===== src/rtl/wwsc_pkg.sv =====
// Shared types and constants of the WAKE word cipher block.
// No dependencies; every module of the block but wwsc_ram imports it.
package wwsc_pkg;

    localparam int WORD_W    = 32;
    localparam int TBL_DEPTH = 257;
    localparam int TBL_AW    = $clog2(TBL_DEPTH);
    localparam int CFG_AW    = 3;
    localparam int OUT_W     = 5 * WORD_W;

    // Expansion passes
    localparam int FILL_LAST = 255;
    localparam int XMIX_LAST = 256;
    localparam int SHUF_LAST = 255;
    localparam int TOP_IDX   = 256;
    localparam int MIX_LEN   = 23;
    localparam int MIX_OFS   = 89;
    localparam int X_SEED    = 33;
    localparam int Z_SEED    = 59;

    localparam logic [WORD_W-1:0] Z_SET_MASK = 32'h0100_0001;
    localparam logic [WORD_W-1:0] X_CLR_MASK = 32'hff7f_ffff;
    localparam logic [WORD_W-1:0] LOW24_MASK = 32'h00ff_ffff;

    localparam logic [WORD_W-1:0] FILL_CONSTS [8] = '{
        32'h726a_8f3b, 32'he69a_3b5c, 32'hd3c7_1fe5, 32'hab3c_73d2,
        32'h4d3a_8eb3, 32'h0396_d6e8, 32'h3d4c_2f7a, 32'h9ee2_7cf3
    };

    // Configuration register indexes
    localparam logic [CFG_AW-1:0] CFG_KEY0    = 3'd0;
    localparam logic [CFG_AW-1:0] CFG_KEY1    = 3'd1;
    localparam logic [CFG_AW-1:0] CFG_KEY2    = 3'd2;
    localparam logic [CFG_AW-1:0] CFG_KEY3    = 3'd3;
    localparam logic [CFG_AW-1:0] CFG_DECRYPT = 3'd4;

    // Beat kinds carried in s_tuser[0]
    localparam logic OP_EXPAND = 1'b0;
    localparam logic OP_DATA   = 1'b1;

    typedef enum logic [3:0] {
        CMD_NONE,
        CMD_LOAD,
        CMD_STEP_B,
        CMD_STEP_C,
        CMD_STEP_D,
        CMD_FINISH,
        CMD_FILL,
        CMD_XMIX,
        CMD_XTOP,
        CMD_SH_IDX,
        CMD_SH_Y,
        CMD_SH_WP,
        CMD_SH_WY
    } cmd_code_t;

    typedef struct packed {
        cmd_code_t         code;
        logic [TBL_AW-1:0] idx;
    } dp_cmd_t;

    typedef struct packed {
        logic out_free;
    } dp_stat_t;

endpackage


===== src/rtl/wwsc_ctrl.sv =====
// Sequencer of the cipher block: word steps and the key expansion passes.
// Depends on wwsc_pkg; drives wwsc_dp through a command struct.
module wwsc_ctrl
    import wwsc_pkg::*;
(
    input  logic     aclk,
    input  logic     aresetn,
    input  logic     s_tvalid,
    input  logic     in_op,
    input  dp_stat_t stat,
    output logic     s_tready,
    output dp_cmd_t  cmd
);

    typedef enum logic [3:0] {
        S_IDLE,
        S_FILL,
        S_XMIX,
        S_XTOP,
        S_SH_IDX,
        S_SH_Y,
        S_SH_WP,
        S_SH_WY,
        S_W_B,
        S_W_C,
        S_W_D,
        S_W_FIN
    } state_t;

    state_t            state_reg;
    logic              ready_reg;
    logic [TBL_AW-1:0] p_reg;
    logic              accept;

    assign accept   = s_tvalid && ready_reg;
    assign s_tready = ready_reg;

    always_ff @(posedge aclk) begin
        if (!aresetn) begin
            state_reg <= S_IDLE;
            ready_reg <= 1'b1;
            p_reg     <= '0;
        end else begin
            unique case (state_reg)
                S_IDLE: begin
                    if (accept) begin
                        ready_reg <= 1'b0;
                        p_reg     <= '0;
                        state_reg <= (in_op == OP_DATA) ? S_W_B : S_FILL;
                    end
                end
                S_FILL: begin
                    if (p_reg == TBL_AW'(FILL_LAST)) begin
                        p_reg     <= '0;
                        state_reg <= S_XMIX;
                    end else begin
                        p_reg <= p_reg + 1'b1;
                    end
                end
                S_XMIX: begin
                    if (p_reg == TBL_AW'(XMIX_LAST)) begin
                        state_reg <= S_XTOP;
                    end else begin
                        p_reg <= p_reg + 1'b1;
                    end
                end
                S_XTOP: begin
                    p_reg     <= '0;
                    state_reg <= S_SH_IDX;
                end
                S_SH_IDX: state_reg <= S_SH_Y;
                S_SH_Y:   state_reg <= S_SH_WP;
                S_SH_WP:  state_reg <= S_SH_WY;
                S_SH_WY: begin
                    if (p_reg == TBL_AW'(SHUF_LAST)) begin
                        ready_reg <= 1'b1;
                        state_reg <= S_IDLE;
                    end else begin
                        p_reg     <= p_reg + 1'b1;
                        state_reg <= S_SH_IDX;
                    end
                end
                S_W_B: state_reg <= S_W_C;
                S_W_C: state_reg <= S_W_D;
                S_W_D: state_reg <= S_W_FIN;
                S_W_FIN: begin
                    if (stat.out_free) begin
                        ready_reg <= 1'b1;
                        state_reg <= S_IDLE;
                    end
                end
                default: begin
                    ready_reg <= 1'b1;
                    state_reg <= S_IDLE;
                end
            endcase
        end
    end

    always_comb begin
        cmd.idx = p_reg;
        unique case (state_reg)
            S_IDLE:   cmd.code = (accept && in_op == OP_DATA) ? CMD_LOAD : CMD_NONE;
            S_FILL:   cmd.code = CMD_FILL;
            S_XMIX:   cmd.code = CMD_XMIX;
            S_XTOP:   cmd.code = CMD_XTOP;
            S_SH_IDX: cmd.code = CMD_SH_IDX;
            S_SH_Y:   cmd.code = CMD_SH_Y;
            S_SH_WP:  cmd.code = CMD_SH_WP;
            S_SH_WY:  cmd.code = CMD_SH_WY;
            S_W_B:    cmd.code = CMD_STEP_B;
            S_W_C:    cmd.code = CMD_STEP_C;
            S_W_D:    cmd.code = CMD_STEP_D;
            S_W_FIN:  cmd.code = stat.out_free ? CMD_FINISH : CMD_NONE;
            default:  cmd.code = CMD_NONE;
        endcase
    end

endmodule


===== config.mk =====
export PLATFORM = sky130hd
export DESIGN_NAME = wwsc_ctrl
export DESIGN_NICKNAME = d
export VERILOG_FILES = /design/src/rtl/wwsc_pkg.sv /design/src/rtl/wwsc_ctrl.sv
export SDC_FILE = /design/constraint.sdc
export NUM_CORES = 1
export LEC_CHECK = 0
export BUFFER_PORTS_ARGS = -buffer_cell sky130_fd_sc_hd__buf_2
export CORE_UTILIZATION = 49
export DETAILED_ROUTE_END_ITERATION = 12
export PLACE_DENSITY = 0.74
export SLEW_MARGIN = 20
export SYNTH_ARGS = -nofsm -noshare
export SYNTH_HDL_FRONTEND = slang
export SYNTH_SLANG_ARGS = --single-unit
export TNS_END_PERCENT = 100

===== constraint.sdc =====
create_clock -name aclk -period 2.3 [get_ports aclk]
set_clock_uncertainty 0.05 [all_clocks]
set_input_delay 0.115 -clock aclk [delete_from_list [all_inputs] [get_ports aclk]]
set_output_delay 0.115 -clock aclk [all_outputs]
set_load 0.05 [all_outputs]

# Word-level counts from Yosys, hierarchy flattened
# Index checks and enable logic that the tools add are counted.
# totals
input_bits	5
output_inout_bits	14
ff_bits	14
wordCells	52
# classes
mux	19
n_eq_ne	20
n_reduce_logical	8
bitwise	1
addsub	1
# ops
operator	count
$pmux 4 s12	2
$pmux 9 s5	1
$mux 9	4
$mux 4	5
$eq 4x3->1 const B	4
$eq 4x4->1 const B	4
$ne 2x2->1 const B	7
$reduce_and 4->1	3
$add 9x1->9 const B	1
$eq 9x8->1 const B	1
$eq 9x9->1 const B	1
$reduce_or 9->1	1
$eq 4x2->1 const B	2
$mux 3	2
$reduce_bool 5->1	1
$eq 4x1->1 const B	1
$logic_not 4->1	1
$mux 1	4
$pmux 1 s4	1
$logic_and 1x1->1	2
$not 1->1	1

# Longest topological paths before layout
# Gate-level depths: netlist of the first run.
# depth
ltp_word	4
ltp_mapped	11
mapped_depth_nobuf	11

# Worst setup path before layout of the first run
# No wires, ideal clock.
# synth_path
kind	register to register
startpoint	register p_reg[0]
endpoint	register p_reg[5]
stages_incl_launch_ff	12
path_buffers	0
setup_slack_ns	-0.389
setup_time_ns	0.070
t_arrival_ns	2.569
synth_period_minus_slack_ns	2.689
t_required_ns	2.180
cell_sequence	dfxtp_1 -> ha_1 -> and3_1 -> and3_1 -> nand3_1 -> inv_1 -> ha_1 -> nor3_1 -> o221a_4 -> nand4_4 -> or3b_1 -> a21boi_1
# synth_between
elab_chain_len	3
elab_cells_between_ends	10
cone_classes	1 x add/sub; 4 x eq/ne; 4 x mux; 1 x reduce/logical
# synth_lines
item	line_no	rtl
from (decl)	wwsc_ctrl.sv:32	logic [TBL_AW-1:0] p_reg;
from (signal assigned)	wwsc_ctrl.sv:57	p_reg <= p_reg + 1'b1;
from (signal assigned)	wwsc_ctrl.sv:64	p_reg <= p_reg + 1'b1;
from (signal assigned)	wwsc_ctrl.sv:79	p_reg <= p_reg + 1'b1;
$add 9x1->9, or another cell as far along	wwsc_ctrl.sv:57, wwsc_ctrl.sv:64, wwsc_ctrl.sv:79	
$mux 9, or another cell as far along	wwsc_ctrl.sv:75	if (p_reg == TBL_AW'(SHUF_LAST)) begin
$pmux 9 s5 or $reduce_and 4->1 (tied branches)	--	
# Parallel ways exist; a longest one is shown, timed or not. The select of a mux whose other input is x is not followed.
# A chain may end at the register's enable or synchronous reset.

# Worst setup path after layout of the first run
# layout_path
startpoint	register p_reg[1]
endpoint	register p_reg[5]
# Same word-level chain as after synthesis.

==> results of run 1 <==
## report_power, final
group	switching, mW	internal (mW)
combinational	0.704	0.442
sequential	0.0823	0.290
clock	0.0886	0.0674
total	0.875	0.800
## repair_timing
action	in CTS	in global routing
gates resized for setup	5	7
setup buffers	8	0
pin swaps	7	6
endpoints found under the setup margin	2	5
gates cloned	0	1
## layout by cell type, fill, tap and decap left out, types with 2 or more instances in the layout
cell type | Yosys | layout
dfxtp_4 | 0 | 2
o211ai_1 | 4 | 4
buf_2 | 2 | 18
buf_4 | 0 | 16
ha_1 | 4 | 2
a21boi_1 | 3 | 3
and3_1 | 6 | 4
inv_1 | 8 | 7
o21ai_1 | 2 | 3
nor2b_1 | 5 | 5
nor3_1 | 3 | 2
o22ai_1 | 3 | 3
a21oi_1 | 7 | 7
nand3_1 | 3 | 3
clkbuf_4 | 0 | 3
dfxtp_2 | 0 | 2
or3b_1 | 2 | 2
dfxtp_1 | 14 | 10
nor4b_1 | 2 | 2
nand2_1 | 17 | 17
ha_4 | 0 | 2
nand2b_1 | 2 | 2
o21ai_0 | 6 | 4
nand4_1 | 2 | 2
nor2_1 | 4 | 4
and3_4 | 0 | 2
nand3b_1 | 5 | 5
xnor2_1 | 2 | 2
## per-layer routing
metal / part of all wire [%] / routed length [um] / vias to the layer above / global-route usage (%)
met1: 48 / 1310 / 537 / 39.3
met4: 1.5 / 40 / 0 / 7.78
met3: 4.5 / 124 / 4 / 3.77
li1: - / - / 549 / -
met2: 46 / 1260 / 35 / 34.9
met5: 0 / 0 / - / 0
## area by class of cell
type / count / area, um2
multi-input cells: 103 / 768
fillers: 176 / 603
flip-flops and latches: 14 / 290
repair buffers: 34 / 210
well taps: 27 / 33.8
inverters: 8 / 30.0
clock buffers: 4 / 26.3
## critical path, stage by stage, from the launching register on
cell and delay (ps):
dfxtp_4 360, ha_4 160, and3_4 170, and3_4 190, nand3_4 80, inv_2 50
ha_4 180, nor3_4 110, o221a_4 240, nand4_4 80, or3b_1 360, a21boi_1 120
## cells by family after synthesis
logic type / after synthesis / share of synthesized area [%]
adders and majority gates: 4 / 4.87
muxes: 1 / 1.09
buffers and inverters: 15 / 5.72
DFF: 14 / 27.3
xor gates and xnor gates: 2 / 1.70
AOI/OAI and AO/OA: 36 / 25.2
and+or+nand+nor: 59 / 34.2
## worst max-delay path by stage
| stage | startpoint | slack (ps) | cells past startpoint | endpoint |
|---|---|---|---|---|
| 3_3_place_gp | p_reg[0] | 40 | 11 | p_reg[5] |
| 6_report | p_reg[1] | 70 | 11 | p_reg[5] |
| 3_5_place_dp | p_reg[0] | -40 | 11 | p_reg[5] |
| 4_1_cts | p_reg[1] | 20 | 11 | p_reg[5] |
| 2_1_floorplan | p_reg[0] | -50 | 11 | p_reg[5] |
| 5_1_grt | p_reg[0] | -10 | 11 | p_reg[5] |
==> run_results.csv, run 1 <==
group,metric,value,unit
synthesis,yosys-top-cells-count,"nand2_1, dfxtp_1, inv_1",
synthesis,synth-edff-count,0,
layout,synthToLayoutAreaGrowth,32.1,%
floorplanning,core_area,1960,um2
sta,slew_headroom,69.0,%
synthesis,syn_area,1030,um2
global_routing,grt_max_degree,20,
drt,postRouteAntennaNets,0,
cts,numCtsBuffers,3,
cts,holdBufCountCts,0,
placed_design,place.gp.congestion,0.835,
sta,fin_tns_setup,0,ps
floorplanning,die_h,47.8,um
cts,cts_buffer_depth,2,
outcome,status,"finished clean",
placed_design,dp_cells,177,
floorplanning,num_io_pins,19,
placed_design,dpl_cell_area,1210,um2
setup_path,rr_endpoint,"p_reg[5]",
layout,layoutNonFillerInstCount,190,
cts,insertion_delay,280,ps
placed_design,place_ws,-42.5,ps
sta,holdWs,113,ps
cts,htreeDepth,1,
pwr,peakVddDrop,1180,uV
cts,cts_tree,"built",
layout,num-nets-final,173,
placed_design,dpl.hpwl,1.76,mm
synthesis,synth_top_area_share,27.3,%
floorplanning,die_w,47.8,um
synthesis,ys_seq_elements,14,
min_path,min_to,"s_tready",
drt,route.detailed.drc,0,
drt,vias,1125,
global_routing,grt_use_total,25.2,%
sta,min_period,2230,ps
synthesis,yosys.cell_types.count,44,
sta,tightest_slew,453,ps
setup_path,crit_fanout,5,
job,cap_violations,0,
synthesis,synth_top_cell_by_area,"dfxtp_1",
synthesis,synthMostInstantiatedCell,"nand2_1",
layout,final_util,69.3,%
global_routing,grt_overflow,0,
synthesis,ys.flop_type,"dfxtp_1",
pwr,p_leak,0.565,nW
setup_path,required,2480,ps
min_path,min_path_cells,2,
drt,drtPass1Iterations,4,
global_routing,antenna_found_initial,0,
setup_path,arrival,2400,ps
drt,finalWirelength,2.73,mm
floorplanning,num_rows,16,
sta,rsz0062_at_grt,"true",
sta,max_freq,0.449,GHz
min_path,min-delay-start,"aresetn",
drt,post_drt_wl_per_cell,14.4,um
placed_design,portBuffers,18,
pwr,total_power,1.68,mW
setup_path,cp-start-kind,"flop",
min_path,hp-class,"in -> reg",
global_routing,grt_pass1_vias,850,
setup_path,critPathCaptureType,"flop",
setup_path,rr_worst_depth,11,
synthesis,synthTopCellsByArea,"dfxtp_1, nand2_1, ha_1",
synthesis,synthCells,131,
sta,setup_viol,0,
sta,final-hold-violation-count,0,
cts,clkTransAtPathRegs,90,ps
setup_path,crit_type,"reg -> reg",
layout,drive_gt1_share,33.7,%
synthesis,synth_nets,140,
layout,fin_area,1360,um2
sta,setup_ws,73.8,ps
floorplanning,start_util,52.4,%
synthesis,syn_area_per_cell,7.85,um2
setup_path,regToRegStartpoint,"p_reg[1]",
cts,clock-root-buffer,"clkbuf_4",
drt,drt-vias-per-instance,5.92,
setup_path,timing.reg2reg.setup_slack,70,ps
layout,largest_reg_flops,9,
global_routing,grt_pass1_wl,4.03,mm
sta,fin_crit_sh,96.8,%
drt,detail_route.iter0.violations,43,
floorplanning,dieArea,2290,um2
synthesis,async_reset_ff_share,0,%
sta,slew_viol_final,0,
pwr,cellPowerDensity,1230,nW/um2
cts,cts.sinks,14,
synthesis,yosysSeqAreaShare,27.3,%
layout,antennaDiodeCount,0,
synthesis,synth_warnings,0,
Note: power is estimated with default switching activity, not from simulation.
==> run 2, diff against run 1 <==
Settings changed: CELL_PAD_IN_SITES_DETAIL_PLACEMENT set to 0, CELL_PAD_IN_SITES_GLOBAL_PLACEMENT set to 2, CORE_UTILIZATION 49 to 31, PLACE_DENSITY 0.74 to not set, PLACE_DENSITY_LB_ADDON set to 0.1.
Clock period 2.3 ns to 2.13 ns, I/O delays scaled along.
==> run_results.csv, run 2 (synthesis gave the netlist of run 1 again) <==
group,metric,value,unit
placed_design,place.gp.congestion,0.776,
floorplanning,core_area,3100,um2
setup_path,cp-start-kind,"flop",
min_path,hp-class,"in -> reg",
cts,htreeDepth,1,
sta,final-hold-violation-count,0,
placed_design,dpl_cell_area,1370,um2
layout,drive_gt1_share,39.8,%
cts,numCtsBuffers,3,
drt,post_drt_wl_per_cell,13.4,um
setup_path,crit_slowest_cell,"or3b_1",
sta,tightest_slew,408,ps
pwr,p_clk_share,8.3,%
cts,cts.sinks,14,
layout,antennaDiodeCount,0,
cts,clkTransAtPathRegs,90,ps
floorplanning,die_w,59.6,um
floorplanning,dieArea,3550,um2
sta,rsz0062_at_grt,"true",
floorplanning,num_rows,20,
pwr,p_leak,0.611,nW
floorplanning,die_h,59.6,um
setup_path,path_cells,"ha_4, and3_4, and3_4, nand3_4, inv_2, ha_4, nor3_4, o221a_4, nand4_4, or3b_1, a21boi_1",
global_routing,grt_pass1_vias,1003,
cts,insertion_delay,280,ps
layout,layout_common_cells,"buf_4, buf_2, nand2_1, dfxtp_1, inv_1",
placed_design,portBuffers,18,
pwr,intPower,953,uW
setup_path,critPathCaptureType,"flop",
sta,setup_viol,5,
setup_path,cpPeakStageDelay,370,ps
global_routing,grt_use_total,18.0,%
global_routing,antenna_found_initial,0,
setup_path,crit_buf_inv,1,
drt,postRouteAntennaNets,0,
drt,drt-vias-per-instance,5.03,
pwr,peakVddDrop,615,uV
sta,slew_viol_final,0,
sta,min_period,2220,ps
pwr,p_switching,971,uW
layout,synthToLayoutAreaGrowth,44.0,%
pwr,total_power,1.92,mW
drt,detail_route.iter0.violations,44,
cts,clock-root-buffer,"clkbuf_4",
setup_path,required,2300,ps
sta,fin_crit_sh,104,%
placed_design,dpl.hpwl,2.13,mm
drt,finalWirelength,2.87,mm
sta,max_freq,0.450,GHz
pwr,power_frac_comb,71.0,%
cts,cts_tree,"built",
layout,fin_area,1480,um2
layout,final_common_cell,"buf_4",
drt,drtPass1Iterations,4,
pwr,p_sw_share,50.5,%
setup_path,critPathTopFamily,"simple AND/OR/NAND/NOR gates",
floorplanning,num_io_pins,19,
drt,route.detailed.drc,0,
layout,final_util,47.7,%
global_routing,grt_max_degree,20,
global_routing,grt_overflow,0,
pwr,cellPowerDensity,1300,nW/um2
pwr,p_seq_share,20.7,%
sta,setup_ws,-93.2,ps
outcome,status,"finished, violations left",
layout,largest_reg_flops,9,
cts,cts_buffer_depth,2,
setup_path,crit_fanout,3,
setup_path,arrival,2390,ps
setup_path,crit_type,"reg -> reg",
floorplanning,start_util,33.1,%
drt,vias,1081,
sta,slew_headroom,72.4,%
sta,fin_tns_setup,-310,ps
job,cap_violations,0,
outcome,violations,"setup timing",
layout,num-nets-final,181,
global_routing,grt_pass1_wl,4.83,mm
run 2: cell count changes in the layout (fill, tap and decap cells not counted), moves of 2 or more:
cell and change:
buf_4 +7, a21oi_1 -2, a21oi_2 +2, buf_6 +2, nor2b_1 -2, nor2b_4 +2
run 2: worst paths after layout:
check	from	to	slack, ps	depth (start not counted)
worst max-delay path	p_reg[0]	p_reg[5]	-90	11
worst min-delay path	aresetn	s_tready	120	2
worst max register to register	p_reg[0]	p_reg[5]	-90	11
worst min register to register	p_reg[8]	p_reg[8]	490	2
run 2: worst reg2reg max path, cell delays in order, from the launching register on:
cell      delay [ps]
dfxtp_4          360
ha_4             150
and3_4           170
and3_4           180
nand3_4           80
inv_2             40
ha_4             170
nor3_4           110
o221a_4          240
nand4_4          100
or3b_1           370
a21boi_1         120
run 2: cell type report:
type                            count  area, um2
Sequential cell                    14        290
Timing Repair Buffer               43        285
Clock inverter                      1       3.75
Clock buffer                        3       22.5
Inverter                            8       30.0
Multi-Input combinational cell    102        795
Fill cell                         327       1620
Tap cell                           44       55.1
run 2: power groups by stage:
| stage | Sequential, mW | Combinational [mW] | Clock [mW] |
|---|---|---|---|
| floorplan | 0.440 | 0.840 | 0 |
| global placement | 0.403 | 1.28 | 0 |
| detailed placement | 0.401 | 1.28 | 0 |
| CTS | 0.395 | 1.31 | 0.168 |
| global route | 0.415 | 1.48 | 0.182 |
| finish | 0.399 | 1.37 | 0.159 |
run 2: what timing repair did:
| item | in CTS | in global routing |
|---|---|---|
| hold buffers | 0 | 0 |
| endpoints found under the setup margin | 5 | 10 |
| resized for setup | 4 | 7 |
| cloned | 0 | 0 |
| setup buffers | 3 | 2 |
| pin swaps | 1 | 3 |
run 2: metrics by stage:
stage | hold WS (ps) | worst slack, ps | cells
floorplan | 289 | -171 | 131
detailed placement | 405 | -96.3 | 206
finish | 118 | -93.2 | 215
global placement | 412 | -37.9 | 206
CTS | 103 | -111 | 213
global route | 104 | -200 | 215
run 2: routing by layer:
metal / up-vias / part of all wire, % / track usage, %
li1: 558 / - / -
met1: 505 / 52 / 25.0
met2: 16 / 45 / 27.8
met3: 2 / 2.5 / 4.37
met4: 0 / 0.63 / 4.32
met5: - / 0 / 0
